==> config.mk <==
export PLATFORM = sky130hd
export DESIGN_NAME = epr_front
export DESIGN_NICKNAME = d
export VERILOG_FILES = /design/src/hdl/endpoint_parse_register_lookup_defines.svh /design/src/hdl/epr_pkg.sv /design/src/hdl/epr_front.sv
export SDC_FILE = /design/constraint.sdc
export NUM_CORES = 1
export LEC_CHECK = 0
export ABC_AREA = 0
export BUFFER_PORTS_ARGS = -buffer_cell sky130_fd_sc_hd__buf_2
export CAP_MARGIN = 0
export CORE_ASPECT_RATIO = 0.75
export CORE_UTILIZATION = 50
export DETAILED_ROUTE_END_ITERATION = 8
export HOLD_SLACK_MARGIN = 0.08
export PLACE_DENSITY_LB_ADDON = 0.05
export SETUP_SLACK_MARGIN = 0.15
export SLEW_MARGIN = 20
export SYNTH_ARGS = -nofsm -noshare
export SYNTH_HDL_FRONTEND = slang
export SYNTH_SLANG_ARGS = --single-unit
export TNS_END_PERCENT = 50
==> constraint.sdc <==
create_clock -name clock -period 5 [get_ports clock]
set_input_delay 0 -clock clock [delete_from_list [all_inputs] [get_ports clock]]
set_output_delay 0 -clock clock [all_outputs]
set_load 0.02 [all_outputs]
==> src/hdl/endpoint_parse_register_lookup_defines.svh <==
// Assertion macros used by the endpoint parser table engine.
// Depends on a clock named clock and a reset named reset in the using module.
`ifndef ENDPOINT_PARSE_REGISTER_LOOKUP_DEFINES_SVH
`define ENDPOINT_PARSE_REGISTER_LOOKUP_DEFINES_SVH

// Check that a condition implies a consequence in the same cycle.
`define EPR_ASSERT_NOW(label, cond, cons, msg) \
   label: assert property (@(posedge clock) disable iff (reset) (cond) |-> (cons)) \
      else $error(msg);

// Check that a condition implies a consequence in the next cycle.
`define EPR_ASSERT_NEXT(label, cond, cons, msg) \
   label: assert property (@(posedge clock) disable iff (reset) (cond) |=> (cons)) \
      else $error(msg);

`endif

==> src/hdl/epr_pkg.sv <==
// Types and constants for the endpoint parser and lookup table.
// No dependencies.
package epr_pkg;

   localparam int TABLE_DEPTH_DEF = 1024;
   localparam int LINE_BITS_DEF   = 16;
   localparam int KEY_BITS        = 48;
   localparam int VALUE_BITS      = 17;
   localparam logic [VALUE_BITS-1:0] VALUE_CAP = 17'h1FFFF;
   localparam logic [VALUE_BITS-1:0] OCTET_MAX = 17'd255;
   localparam logic [VALUE_BITS-1:0] PORT_MAX  = 17'd65535;
   localparam logic [7:0] CH_DOT   = 8'h2E;
   localparam logic [7:0] CH_COLON = 8'h3A;
   localparam logic [7:0] CH_ZERO  = 8'h30;
   localparam logic [7:0] CH_NINE  = 8'h39;
   localparam logic [2:0] FIELD_PORT = 3'd3;
   localparam logic [2:0] FIELD_DONE = 3'd4;
   localparam logic [2:0] DIGITS_CAP = 3'd7;

   localparam logic CMD_REGISTER = 1'b0;
   localparam logic CMD_QUERY    = 1'b1;

   localparam logic [2:0] ST_OK    = 3'd0;
   localparam logic [2:0] ST_FAIL  = 3'd1;
   localparam logic [2:0] ST_ERR   = 3'd2;
   localparam logic [2:0] ST_FOUND = 3'd3;
   localparam logic [2:0] ST_FULL  = 3'd4;

   typedef struct packed {
      logic       cmd;
      logic [7:0] ch;
      logic       line_end;
   } req_type;

   typedef struct packed {
      logic [2:0]  status;
      logic [15:0] server_line;
   } rsp_type;

   typedef struct packed {
      logic                cmd;
      logic                valid;
      logic [KEY_BITS-1:0] key;
   } line_info_type;

endpackage

==> src/hdl/epr_front.sv <==
// Character parser: builds the endpoint key and checks syntax per line.
// Depends on epr_pkg.
module epr_front import epr_pkg::*; #(
   parameter int LINE_BITS = LINE_BITS_DEF
) (
   input  logic                 clock,
   input  logic                 reset,
   input  logic                 req_valid,
   output logic                 req_ready,
   input  req_type              req_data,
   output logic                 push,
   input  logic                 queue_full,
   output line_info_type        push_info,
   output logic [LINE_BITS-1:0] push_line
);

   logic [2:0]            idx_ff, idx_in;
   logic [VALUE_BITS-1:0] val_ff, val_in;
   logic [2:0]            dig_ff, dig_in;
   logic                  fz_ff, fz_in;
   logic                  bad_ff, bad_in;
   logic [KEY_BITS-1:0]   kb_ff, kb_in;
   logic [LINE_BITS-1:0]  line_ff, line_in;
   logic [20:0]           prod;
   logic                  take;

   function automatic logic field_ok(input logic [2:0] d, input logic z,
                                     input logic [VALUE_BITS-1:0] v,
                                     input logic [VALUE_BITS-1:0] lim);
      return (d != 3'd0) && !((d > 3'd1) && z) && (v <= lim);
   endfunction

   assign req_ready = !queue_full;
   assign take = req_valid && req_ready;

   always_comb begin
      idx_in  = idx_ff;
      val_in  = val_ff;
      dig_in  = dig_ff;
      fz_in   = fz_ff;
      bad_in  = bad_ff;
      kb_in   = kb_ff;
      line_in = line_ff;
      push    = 1'b0;
      push_info = '0;
      push_line = line_ff + 1'b1;
      prod = ({4'b0, val_ff} << 3) + ({4'b0, val_ff} << 1)
             + {13'b0, req_data.ch - CH_ZERO};
      if (req_data.ch inside {[CH_ZERO:CH_NINE]}) begin
         if (dig_ff == 3'd0) fz_in = (req_data.ch == CH_ZERO);
         if (dig_ff < DIGITS_CAP) dig_in = dig_ff + 3'd1;
         val_in = (prod > {4'b0, VALUE_CAP}) ? VALUE_CAP : prod[VALUE_BITS-1:0];
      end else if ((req_data.ch == CH_DOT && idx_ff < FIELD_PORT) ||
                   (req_data.ch == CH_COLON && idx_ff == FIELD_PORT)) begin
         if (!field_ok(dig_ff, fz_ff, val_ff, OCTET_MAX)) bad_in = 1'b1;
         kb_in  = {kb_ff[KEY_BITS-9:0], val_ff[7:0]};
         idx_in = idx_ff + 3'd1;
         val_in = '0;
         dig_in = '0;
         fz_in  = 1'b0;
      end else begin
         bad_in = 1'b1;
      end
      if (req_data.line_end) begin
         push = take;
         push_info.cmd   = req_data.cmd;
         push_info.valid = !bad_in && (idx_in == FIELD_DONE)
                           && field_ok(dig_in, fz_in, val_in, PORT_MAX);
         push_info.key   = {kb_in[31:0], val_in[15:0]};
         line_in = line_ff + 1'b1;
         idx_in  = '0;
         val_in  = '0;
         dig_in  = '0;
         fz_in   = 1'b0;
         bad_in  = 1'b0;
         kb_in   = '0;
      end
   end

   always_ff @(posedge clock) begin
      if (reset) begin
         idx_ff  <= '0;
         val_ff  <= '0;
         dig_ff  <= '0;
         fz_ff   <= 1'b0;
         bad_ff  <= 1'b0;
         kb_ff   <= '0;
         line_ff <= '0;
      end else if (take) begin
         idx_ff  <= idx_in;
         val_ff  <= val_in;
         dig_ff  <= dig_in;
         fz_ff   <= fz_in;
         bad_ff  <= bad_in;
         kb_ff   <= kb_in;
         line_ff <= line_in;
      end
   end

endmodule

==> insert_results.sql <==
INSERT INTO impl_metrics (metric_group, metric, value, unit) VALUES
('setup_path', 'worstPathMaxFanout', '7', ''),
('setup_path', 'critPathBufInv', '1', ''),
('clock_tree', 'cts_inserted_buffers', '9', ''),
('floorplan', 'design.portCount', '82', ''),
('floorplan', 'floorplan.die_area', '10840', 'um^2'),
('sta', 'finalSetupViolCount', '0', ''),
('yosys', 'synth-main-ff-cell', 'dfxtp_1', ''),
('sta', 'slew_margin_rel', '27.86', '%'),
('pwr', 'leakagePower', '2.566', 'nW'),
('sta', 'worstMarginPinSlew', '1.082', 'ns'),
('drt', 'vias', '5148', ''),
('cells_and_area', 'num-fill-cells', '962', ''),
('clock_tree', 'cts_root_buf', 'clkbuf_16', ''),
('clock_tree', 'htree_num_levels', '3', ''),
('min_path', 'timing.hold.worst.class', 'in -> reg', ''),
('drt', 'route.detailed.drc', '0', ''),
('grt', 'overall_fraction_of_global_route_tracks_in_use', '26.77', '%'),
('sta', 'setup_slack', '0.6333', 'ns'),
('clock_tree', 'cts_tree', 'yes', ''),
('setup_path', 'cp_data_arrival_time', '4.37', 'ns'),
('grt', 'number_of_antenna_violations_at_the_first_check_in_global_routing', '0', ''),
('setup_path', 'critical_path_class', 'reg -> out', ''),
('placed_design', 'detailedPlacementHpwl', '9601', 'um'),
('sta', 'hold_viol_final', '0', ''),
('setup_path', 'critical-path-slowest-cell', 'or4b_1', ''),
('cells_and_area', 'mostFrequentLayoutCell', 'nand2_1', ''),
('grt', 'gr-total-overflow', '0', ''),
('setup_path', 'cp_common_cell', 'fa_1', ''),
('setup_path', 'cp_max_stage_delay', '0.56', 'ns'),
('cells_and_area', 'num_antenna_cells', '0', ''),
('yosys', 'synth_cells', '686', ''),
('min_path', 'hold_depth', '4', ''),
('floorplan', 'floorplan.die.height', '90.40', 'um'),
('grt', 'grt_pass1_wl', '23350', 'um'),
('floorplan', 'die_extent_in_x', '119.9', 'um'),
('pwr', 'power_per_cell_area', '213.7', 'nW/um^2'),
('clock_tree', 'clock-sinks', '73', ''),
('sta', 'final.setup.tns', '0', 'ns'),
('placed_design', 'place.port_buffers', '81', ''),
('yosys', 'async_reset_ff_share', '0', '%'),
('clock_tree', 'cts_max_path_buffers', '2', ''),
('drt', 'routed_wire_length_per_instance', '15.99', 'um'),
('placed_design', 'dp_worst_setup_slack', '1.031', 'ns'),
('yosys', 'unique_cell_type_count_in_the_yosys_netlist', '54', ''),
('yosys', 'synthesis.nets', '742', ''),
('cells_and_area', 'final_net_count', '797', ''),
('yosys', 'synth-seq-area-share', '28.05', '%'),
('sta', 'rsz0062_at_grt', 'false', ''),
('drt', 'routed_via_density', '5.883', ''),
('setup_path', 'crit_path_end_kind', 'primary output', ''),
('status', 'outcome', 'finished clean', ''),
('yosys', 'syn_area', '5210', 'um^2'),
('yosys', 'post_synth.cell_area_avg', '7.595', 'um^2'),
('floorplan', 'initial_core_util', '52.68', '%'),
('drt', 'detail_route.iter0.violations', '394', ''),
('drt', 'first_pass_iters', '5', ''),
('floorplan', 'num_rows', '31', ''),
('sta', 'clock-skew-final', '0.005547', 'ns'),
('setup_path', 'worst_setup_path_start_kind', 'register', ''),
('setup_path', 'ff2ff_path_depth', '10', ''),
('yosys', 'yosys_register_bits', '73', ''),
('setup_path', 'crit_chain', 'fa_1, fa_1, a211oi_1, o211ai_1, a21oi_1, nor3b_1, o32ai_1, or4b_1, a2111oi_2, buf_2', ''),
('floorplan', 'fp.coreArea', '9891', 'um^2'),
('grt', 'grt_start_max_net_pins', '61', ''),
('setup_path', 'cp.depth', '10', ''),
('grt', 'number_of_global_route_vias_before_repair', '4735', ''),
('sta', 'post-route-period-util', '87.33', '%'),
('setup_path', 'worst_ep_required_time', '5.00', 'ns'),
('clock_tree', 'cts_repair_resize_count', '0', ''),
('clock_tree', 'clkLatencyLatePin', '0.34', 'ns'),
('placed_design', 'finalWeightedCongestion', '0.9106', ''),
('drt', 'totalWireLength', '13990', 'um'),
('sta', 'fin_crit', '4.367', 'ns'),
('clock_tree', 'clkSlewWorstSetupHoldPaths', '0.06', 'ns'),
('drt', 'antenna_left', '0', ''),
('cells_and_area', 'final_cell_mix', 'nand2_1, buf_2, a21oi_1', ''),
('cells_and_area', 'area.growth.synth_to_final', '14.22', '%'),
('sta', 'maxSlewViolCount', '0', ''),
('yosys', 'synth-warning-count', '0', ''),
('sta', 'max_freq', '229.0', 'MHz'),
('cells_and_area', 'drive_above_1_share', '15.88', '%'),
('pwr', 'worst_ir_drop_vdd', '207.2', 'uV'),
('yosys', 'synth-edff-count', '0', ''),
('job', 'max_cap_viol_count', '0', ''),
('setup_path', 'top_family_by_delay_on_critical_path', 'compound AO/OA/AOI/OAI gates', '');
[cells by family (layout without fill, tap and decap cells)]
kind of cell,Yosys count,in the layout,share of synthesized area [%]
simple gates,252,252,20.68
compound gates,222,222,28.99
flops,73,73,28.05
buf+inv,56,113,4.395
fa+ha+maj,42,42,10.95
xor+xnor,39,39,6.556
mux,2,2,0.3843
[worst min-delay path: stages]
cell and delay, ns:
buf_2 0.09, nor2b_1 0.09, o21ai_0 0.16, nor3_1 0.05
[metal layers]
metal | up-vias | GRT usage (%) | share of wire (%)
met1 | 2424 | 36.18 | 48
li1 | 2554 | - | -
met3 | 6 | 6.755 | 6.6
met2 | 164 | 42.87 | 44
met5 | - | 0 | 0
met4 | 0 | 5.729 | 0.69
[path summary, 6_finish.rpt]
kind / startpoint / end / slack [ns]
worst max register to register: val_ff[2]$_SDFFE_PP0P_ / val_ff[7]$_SDFFE_PP0P_ / 1.37
worst min-delay path: queue_full / bad_ff$_SDFFE_PP0P_ / 0.12
worst max-delay path: val_ff[2]$_SDFFE_PP0P_ / push_info[48] / 0.63
worst min register to register: kb_ff[29]$_SDFFE_PP0P_ / kb_ff[29]$_SDFFE_PP0P_ / 0.50
[cell usage after synthesis, types with 7 or more instances]
master	instances	share of area [%]
a211oi_1	7	1.0
a21boi_0	35	5.0
a21oi_1	75	7.2
a22oi_1	39	5.6
clkbuf_1	38	2.7
dfxtp_1	73	28
ha_1	36	8.6
inv_1	10	0.72
nand2_1	132	9.5
nand3_1	15	1.4
nor2_1	63	4.5
nor3_1	8	0.77
o21ai_0	21	2.0
o311a_1	10	1.9
or3_1	7	0.84
xnor2_1	16	2.7
xor2_1	23	3.9
[layout make-up]
cell class,instances,area [um^2],share of cell area (%)
Inverter,10,37.54,0.6308
Sequential cell,73,1461,24.56
Timing Repair Buffer,90,475.5,7.990
Clock buffer,13,270.3,4.542
Multi-Input combinational cell,557,3541,59.50
Tap cell,132,165.2,2.775
[power by group]
| group | internal, W | leakage, nW | switching (W) |
|---|---|---|---|
| Sequential | 0.000583 | 0.588 | 0.00000138 |
| Combinational | 0.0000286 | 1.84 | 0.0000612 |
| Clock | 0.000368 | 0.134 | 0.000229 |
| Total | 0.000980 | 2.57 | 0.000292 |
[through the flow]
step                instances  hold slack, ns  utilization [%]  instance area (um^2)  power [W]
global route              875          0.1679            60.16                  5951   0.001316
floorplan                 686         0.08411                -                  5210  0.0006578
CTS                       875          0.1077            60.16                  5951   0.001284
detailed placement        861          0.2817            57.33                  5670  0.0006864
global placement          861          0.2681            57.33                  5670  0.0006846
finish                    875          0.1186            60.16                  5951   0.001272
[state kept, by name, summed over array words and instances (netlist names)]
register,cells
kb_ff,32
val_ff,17
line_ff,16
dig_ff,3
idx_ff,3
bad_ff,1
fz_ff,1
[repair_timing]
action,CTS,global route
setup endpoints to repair,0,0
hold buffers,1,0
endpoints found under the hold margin,1,0
buffers inserted,0,0
(Power assumes the default switching activity.)
