`src/hdl/endpoint_parse_register_lookup_defines.svh`:
```
// Assertion macros used by the endpoint parser table engine.
// Depends on a clock named clock and a reset named reset in the using module.
`ifndef ENDPOINT_PARSE_REGISTER_LOOKUP_DEFINES_SVH
`define ENDPOINT_PARSE_REGISTER_LOOKUP_DEFINES_SVH

// Check that a condition implies a consequence in the same cycle.
`define EPR_ASSERT_NOW(label, cond, cons, msg) \
   label: assert property (@(posedge clock) disable iff (reset) (cond) |-> (cons)) \
      else $error(msg);

// Check that a condition implies a consequence in the next cycle.
`define EPR_ASSERT_NEXT(label, cond, cons, msg) \
   label: assert property (@(posedge clock) disable iff (reset) (cond) |=> (cons)) \
      else $error(msg);

`endif

```
`src/hdl/epr_pkg.sv`:
```
// Types and constants for the endpoint parser and lookup table.
// No dependencies.
package epr_pkg;

   localparam int TABLE_DEPTH_DEF = 1024;
   localparam int LINE_BITS_DEF   = 16;
   localparam int KEY_BITS        = 48;
   localparam int VALUE_BITS      = 17;
   localparam logic [VALUE_BITS-1:0] VALUE_CAP = 17'h1FFFF;
   localparam logic [VALUE_BITS-1:0] OCTET_MAX = 17'd255;
   localparam logic [VALUE_BITS-1:0] PORT_MAX  = 17'd65535;
   localparam logic [7:0] CH_DOT   = 8'h2E;
   localparam logic [7:0] CH_COLON = 8'h3A;
   localparam logic [7:0] CH_ZERO  = 8'h30;
   localparam logic [7:0] CH_NINE  = 8'h39;
   localparam logic [2:0] FIELD_PORT = 3'd3;
   localparam logic [2:0] FIELD_DONE = 3'd4;
   localparam logic [2:0] DIGITS_CAP = 3'd7;

   localparam logic CMD_REGISTER = 1'b0;
   localparam logic CMD_QUERY    = 1'b1;

   localparam logic [2:0] ST_OK    = 3'd0;
   localparam logic [2:0] ST_FAIL  = 3'd1;
   localparam logic [2:0] ST_ERR   = 3'd2;
   localparam logic [2:0] ST_FOUND = 3'd3;
   localparam logic [2:0] ST_FULL  = 3'd4;

   typedef struct packed {
      logic       cmd;
      logic [7:0] ch;
      logic       line_end;
   } req_type;

   typedef struct packed {
      logic [2:0]  status;
      logic [15:0] server_line;
   } rsp_type;

   typedef struct packed {
      logic                cmd;
      logic                valid;
      logic [KEY_BITS-1:0] key;
   } line_info_type;

endpackage

```
`src/hdl/epr_queue.sv`:
```
// Two-entry queue between the parser and the table engine.
// Depends on epr_pkg.
module epr_queue import epr_pkg::*; #(
   parameter int WIDTH = 8
) (
   input  logic             clock,
   input  logic             reset,
   input  logic             push,
   input  logic [WIDTH-1:0] push_data,
   output logic             full,
   input  logic             pop,
   output logic             not_empty,
   output logic [WIDTH-1:0] pop_data
);

   logic [WIDTH-1:0] mem_ff [2];
   logic             wp_ff, rp_ff;
   logic [1:0]       cnt_ff;

   assign full      = (cnt_ff == 2'd2);
   assign not_empty = (cnt_ff != 2'd0);
   assign pop_data  = mem_ff[rp_ff];

   always_ff @(posedge clock) begin
      if (push) mem_ff[wp_ff] <= push_data;
   end

   always_ff @(posedge clock) begin
      if (reset) begin
         wp_ff  <= 1'b0;
         rp_ff  <= 1'b0;
         cnt_ff <= '0;
      end else begin
         if (push) wp_ff <= !wp_ff;
         if (pop) rp_ff <= !rp_ff;
         cnt_ff <= cnt_ff + {1'b0, push} - {1'b0, pop};
      end
   end

endmodule

```
`config.mk`:
```
export PLATFORM = sky130hd
export DESIGN_NAME = epr_queue
export DESIGN_NICKNAME = d
export VERILOG_FILES = /design/src/hdl/endpoint_parse_register_lookup_defines.svh /design/src/hdl/epr_pkg.sv /design/src/hdl/epr_queue.sv
export SDC_FILE = /design/constraint.sdc
export NUM_CORES = 1
export LEC_CHECK = 0
export BUFFER_PORTS_ARGS = -buffer_cell sky130_fd_sc_hd__buf_4
export CAP_MARGIN = 20
export CORE_MARGIN = 1
export CORE_UTILIZATION = 43
export CTS_BUF_LIST = sky130_fd_sc_hd__clkbuf_4
export CTS_CLUSTER_DIAMETER = 60
export DETAILED_ROUTE_END_ITERATION = 16
export GPL_ROUTABILITY_DRIVEN = 0
export PLACE_DENSITY = 0.64
export SLEW_MARGIN = 20
export SYNTH_ARGS = -nofsm -noshare
export SYNTH_HDL_FRONTEND = slang
export SYNTH_SLANG_ARGS = --single-unit
```
`constraint.sdc`:
```
create_clock -name clock -period 1.5 [get_ports clock]
set_input_delay 0 -clock clock [delete_from_list [all_inputs] [get_ports clock]]
set_output_delay 0 -clock clock [all_outputs]
set_load 0.01 [all_outputs]
```
==> reports/results.ini, run 1 <==
[setup_path]
timing_worst_setup_path_type = flop to primary output
critical_path.startpoint_type = flop
critical_path.cell_chain = mux2_1 -> buf_4
critPathMaxStageDelay_ns = 0.56
critical_path_peak_fanout = 8
cp.required_ns = 1.50
worst_setup_path_end_kind = primary output
cp_slowest_cell = dfxtp_1
worstPathArrival_ns = 1.36

[clock_tree]
cts-buffers-inserted = 3
clock_insertion_delay_worst_skew_ns = 0.29
tritoncts_clock_tree = built
count_of_h_tree_levels_built_during_cts = 1
worst_setup_hold_path_clk_slew_ns = 0.11
post-cts-setup-buffers = 0
clock_tree.buffer_depth = 2
clockRootBuffer = clkbuf_4
cts.sink_count = 21

[cells_and_area]
n_fill_cell = 146
stdcell_area_um2 = 1120
post-route-util_pct = 65.1
final_net_count = 97
layout-drive-gt1-share_pct = 31.7
instances_no_fill = 107
antennaDiodeCount = 0
areaGrowthSynthToFinish_pct = 41.4

[sta]
finalSetupViolations = 0
finClkSkew_ns = 0.00762
worst_pin_slew_ns = 0.387
max_clock_freq_mhz = 733
holdWs_ns = 0.423
setup_ws_ns = 0.136
max_slew_margin_pct = 74.2
timing_max_transition_violations_final = 0
period_minus_slack_ns = 1.36
grt_setup_unrepaired = false
layout_worst_path_cycle_share_pct = 90.9
hold_viol_final = 0
fin_tns_setup_ns = 0

[floorplanning]
core.rowCount = 15
floorplan.initialDensity_pct = 46.0
ios = 22
core_um2 = 1730
die_width_um = 45.0
die_area_um2 = 2020
fp.dieH_um = 45.0

[flow_run]
maxCapViolations = 0

[hold_path]
min_path_type = primary input to flop

[power]
power.density_nw_per_um2 = 1060
p_leak_nw = 0.455
peak_supply_drop_v = 0.000701
finalPower_mw = 1.20

[global_route]
globalRouteTotalUtil_pct = 14.6
globalRoute.totalOverflow = 0
number_of_global_route_vias_before_repair = 441
initial_antenna_violation_count = 0
grt_max_degree = 13
grt_first_pass_wirelength_mm = 1.93

[outcome]
status = finished, final reports clean

[synth]
synthesis.instances = 46
synth.yosys.seq_area_share_pct = 73.1
ys_seq_elements = 21
synth_nets = 60
synthesis.yosys.warnings = 0
netlist-cell-type-count = 12
syn_area_per_cell_um2 = 17.3
post_synth_instance_area_um2 = 795

[placement]
post_dp_cell_area_um2 = 986
dp_hpwl_um = 789
place.port_buffers = 21
numPlacedInstances = 92
place_worst_setup_slack_ns = 0.162

[route]
total_via_count_in_the_routed_design = 460
total_routed_wirelength_mm = 1.25
drt_first_iter_violations = 4
drtAntennaViolNets = 0
routedWlPerCell_um = 11.6
vias_per_cell = 4.30
drc = 0
firstDrtPassIters = 4

-- flip-flops by register name (all words and copies together), names as in the netlist, named ones only --
register  flops
rp_ff         1
mem_ff       16
cnt_ff        2
wp_ff         1
-- worst max-delay path: cells and delay by family (launching register included) --
family	cells	cell delay (ns)
flops	1	0.56
mux	1	0.36
buf+inv	1	0.15
-- layout make-up --
type	instances	area [um^2]	area share [%]
Multi-Input combinational cell	22	201	17.9
Clock inverter	1	5.00	0.445
Timing Repair Buffer	33	275	24.5
Inverter	2	7.51	0.668
Clock buffer	3	22.5	2.00
Tap cell	25	31.3	2.78
Sequential cell	21	581	51.7
-- routing by layer --
layer	vias up	GRT usage [%]	routed length, um
met4	0	9.09	12
met2	12	27.5	677
met1	212	14.7	502
met3	2	2.40	51
met5	-	0	0
li1	234	-	-
-- cells in the mapped netlist --
master / n / area (um^2)
and2_1: 1 / 6.26
buf_2: 1 / 5.00
dfxtp_1: 5 / 100
edfxtp_1: 16 / 480
ha_1: 2 / 25.0
inv_1: 2 / 7.51
mux2_1: 8 / 90.1
nor2_1: 4 / 15.0
nor2b_1: 3 / 18.8
or2_1: 1 / 6.26
xnor2_1: 2 / 17.5
xnor3_1: 1 / 22.5
-- cell families (layout without fill, tap and decap cells) --
kind of cell,count (synthesis),in the layout,synth area share [%]
XOR/XNOR,3,3,5.04
buffers and inverters,3,39,1.57
adder cells (fa/ha/maj),2,2,3.15
AND/OR/NAND/NOR,9,9,5.83
flip-flops,21,21,73.1
multiplexers,8,8,11.3
-- where the power goes --
part / leakage, nW / switching (mW) / internal [mW]
combinational: 0.245 / 0.0874 / 0.150
clock: 0.0177 / 0.160 / 0.0991
sequential: 0.192 / 0.0249 / 0.675
total: 0.455 / 0.272 / 0.924
-- cell usage in the layout (no fill, tap or decap) --
master / instances
xnor2_1: 2
mux2_1: 8
clkinv_2: 1
ha_1: 2
and2_1: 1
clkbuf_4: 3
buf_4: 22
nor2b_1: 3
or2_1: 1
dlygate4sd3_1: 11
nor2_1: 4
xnor3_1: 1
edfxtp_1: 16
inv_1: 2
dfxtp_1: 5
-- path summary, 6_finish.rpt --
check	depth (start not counted)	slack (ns)	to	from
worst min register to register	2	0.53	rp_ff$_SDFFE_PP0P_	rp_ff$_SDFFE_PP0P_
worst min-delay path	3	0.42	wp_ff$_SDFFE_PP0P_	reset
worst max-delay path	2	0.14	pop_data[0]	flop
worst max register to register	6	0.15	cnt_ff[1]$_SDFF_PP0_	cnt_ff[0]$_SDFF_PP0_
-- repair_timing --
action / in CTS / in global routing
hold buffers: 11 / 0
gates resized for setup: 0 / 0
hold endpoints to repair: 21 / 0
No activity file was read; power rests on OpenSTA's default activity.
==> inputs of run 2 (changes only) <==
- PLACE_DENSITY: 0.64 -> 0.68
==> reports/results.ini, run 2 (same netlist as run 1, synthesis figures left out) <==
[sta]
grt_setup_unrepaired = false  ; unchanged
setup_ws_ns = 0.126  ; was 0.136 ns
finClkSkew_ns = 0.00455  ; was 0.00762 ns
max_slew_margin_pct = 74.3  ; was 74.2%
fin_tns_setup_ns = 0  ; unchanged
layout_worst_path_cycle_share_pct = 91.6  ; was 90.9%
hold_viol_final = 0  ; unchanged
timing_max_transition_violations_final = 0  ; unchanged
max_clock_freq_mhz = 728  ; was 733 MHz
finalSetupViolations = 0  ; unchanged
period_minus_slack_ns = 1.37  ; was 1.36 ns
worst_pin_slew_ns = 0.385  ; was 0.387 ns

[floorplanning]
core.rowCount = 15  ; unchanged
core_um2 = 1730  ; unchanged
ios = 22  ; unchanged
floorplan.initialDensity_pct = 46.0  ; unchanged
die_area_um2 = 2020  ; unchanged
fp.dieH_um = 45.0  ; unchanged
die_width_um = 45.0  ; unchanged

[clock_tree]
cts.sink_count = 21  ; unchanged
worst_setup_hold_path_clk_slew_ns = 0.11  ; about the same
clockRootBuffer = clkbuf_4  ; unchanged
cts-buffers-inserted = 3  ; unchanged
clock_insertion_delay_worst_skew_ns = 0.29  ; about the same
clock_tree.buffer_depth = 2  ; unchanged
tritoncts_clock_tree = built  ; unchanged
cts_resized = 0  ; unchanged
count_of_h_tree_levels_built_during_cts = 1  ; unchanged

[route]
vias_per_cell = 4.45  ; was 4.30
drtAntennaViolNets = 0  ; unchanged
total_routed_wirelength_mm = 1.29  ; was 1.25 mm
firstDrtPassIters = 14  ; was 4
drc = 2  ; was 0
routedWlPerCell_um = 12.0  ; was 11.6 um
total_via_count_in_the_routed_design = 476  ; was 460
drt_first_iter_violations = 5  ; was 4

[global_route]
globalRouteTotalUtil_pct = 14.4  ; was 14.6%
initial_antenna_violation_count = 0  ; unchanged
globalRoute.totalOverflow = 0  ; unchanged
grt_max_degree = 12  ; was 13
number_of_global_route_vias_before_repair = 481  ; was 441
grt_first_pass_wirelength_mm = 1.95  ; was 1.93 mm

[cells_and_area]
areaGrowthSynthToFinish_pct = 41.7  ; was 41.4%
flip_flop_count_of_the_largest_register_all_copies_and_words_added = 16  ; unchanged
antennaDiodeCount = 0  ; unchanged
layout-drive-gt1-share_pct = 31.7  ; unchanged
largestRegisters = mem_ff: 16 flops, cnt_ff: 2 flops  ; unchanged
max_flop_register = mem_ff  ; unchanged
most_frequent_cells_in_the_layout = buf_4 (22), edfxtp_1 (16), dlygate4sd3_1 (11)  ; unchanged
most_frequent_standard_cell_in_the_layout_excluding_fill_and_tap_cells = buf_4  ; unchanged
final_net_count = 97  ; unchanged

[flow_run]
maxCapViolations = 0  ; unchanged

[power]
p_leak_nw = 0.455  ; about the same
power.density_nw_per_um2 = 1080  ; was 1060 nW/um^2
peak_supply_drop_v = 0.000666  ; was 0.000701 V

[setup_path]
worst_setup_path_end_kind = primary output  ; unchanged
r2r-start = cnt_ff[0]$_SDFF_PP0_  ; unchanged
worstPathArrival_ns = 1.37  ; was 1.36 ns
critical_path.startpoint_type = flop  ; unchanged
worstRegToRegCells = 6  ; unchanged
critical_path_peak_fanout = 8  ; unchanged
reg2reg_setup_slack_ns = 0.14  ; was 0.15 ns
timing_worst_setup_path_type = flop to primary output  ; unchanged
r2r-end = cnt_ff[1]$_SDFF_PP0_  ; unchanged
cp.required_ns = 1.50  ; about the same

[hold_path]
min_path_type = primary input to flop  ; unchanged
whs_path_depth = 3  ; unchanged
hold-path-endpoint = cnt_ff[1]$_SDFF_PP0_  ; was wp_ff$_SDFFE_PP0P_
min-delay-start = reset  ; unchanged

[placement]
place_worst_setup_slack_ns = 0.150  ; was 0.162 ns
place.port_buffers = 21  ; unchanged

[outcome]
status = finished, violations left  ; was finished, final reports clean
violated_checks = DRC

==> run 2: cell count changes in the layout (fill, tap and decap cells not counted), sizes merged <==
cell	before	now
clkbuf	3	4
clkinv	1	0
==> run 2: worst max path at each step <==
stage,end,slack (ns),cells after the start
after global placement,cnt_ff[1]$_SDFF_PP0_,0.20,6
after global routing,cnt_ff[1]$_SDFF_PP0_,0.06,6
after detailed placement,cnt_ff[1]$_SDFF_PP0_,0.15,6
final,pop_data[4],0.13,2
after floorplan,cnt_ff[1]$_SDFF_PP0_,0.21,6
after CTS,pop_data[4],0.08,2
==> run 2: critical path, cell delays in order (launching register included) <==
cell and delay [ns]:
dfxtp_1 0.57, mux2_1 0.37, buf_4 0.15
==> run 2: metal layers <==
layer	part of all wire [%]	global-route usage, %	vias to the layer above
li1	-	-	233
met1	41	15.2	230
met2	55	26.1	11
met3	2.6	2.40	2
met4	0.78	9.70	0
met5	0	0	-
==> run 2: cell type report <==
cell class	instances	area (um^2)
fill	148	601
sequential	21	581
timing repair buffer	33	275
multi-input combinational	22	201
tap	25	31.3
clock buffer	4	30.0
inverter	2	7.51
==> run 2: what timing repair did <==
item / CTS / global route
endpoints found under the hold margin: 21 / 0
hold buffers: 11 / 0
setup buffers: 0 / 0
==> run 2: power by group <==
part           switching [mW]  internal, mW  leakage, nW
combinational          0.0894         0.150        0.245
sequential             0.0260         0.675        0.192
clock                   0.156         0.121       0.0184
==> run 2: stage by stage <==
step	util (%)	instances	cell area, um^2	hold slack, ns	power, mW
6_report	65.2	107	1130	0.434	1.22
5_1_grt	65.2	107	1130	0.425	1.28
4_1_cts	65.2	107	1130	0.419	1.23
3_5_place_dp	57.1	92	986	0.188	0.935
3_3_place_gp	57.1	92	986	0.186	0.926
2_1_floorplan	-	46	795	0.0716	0.827
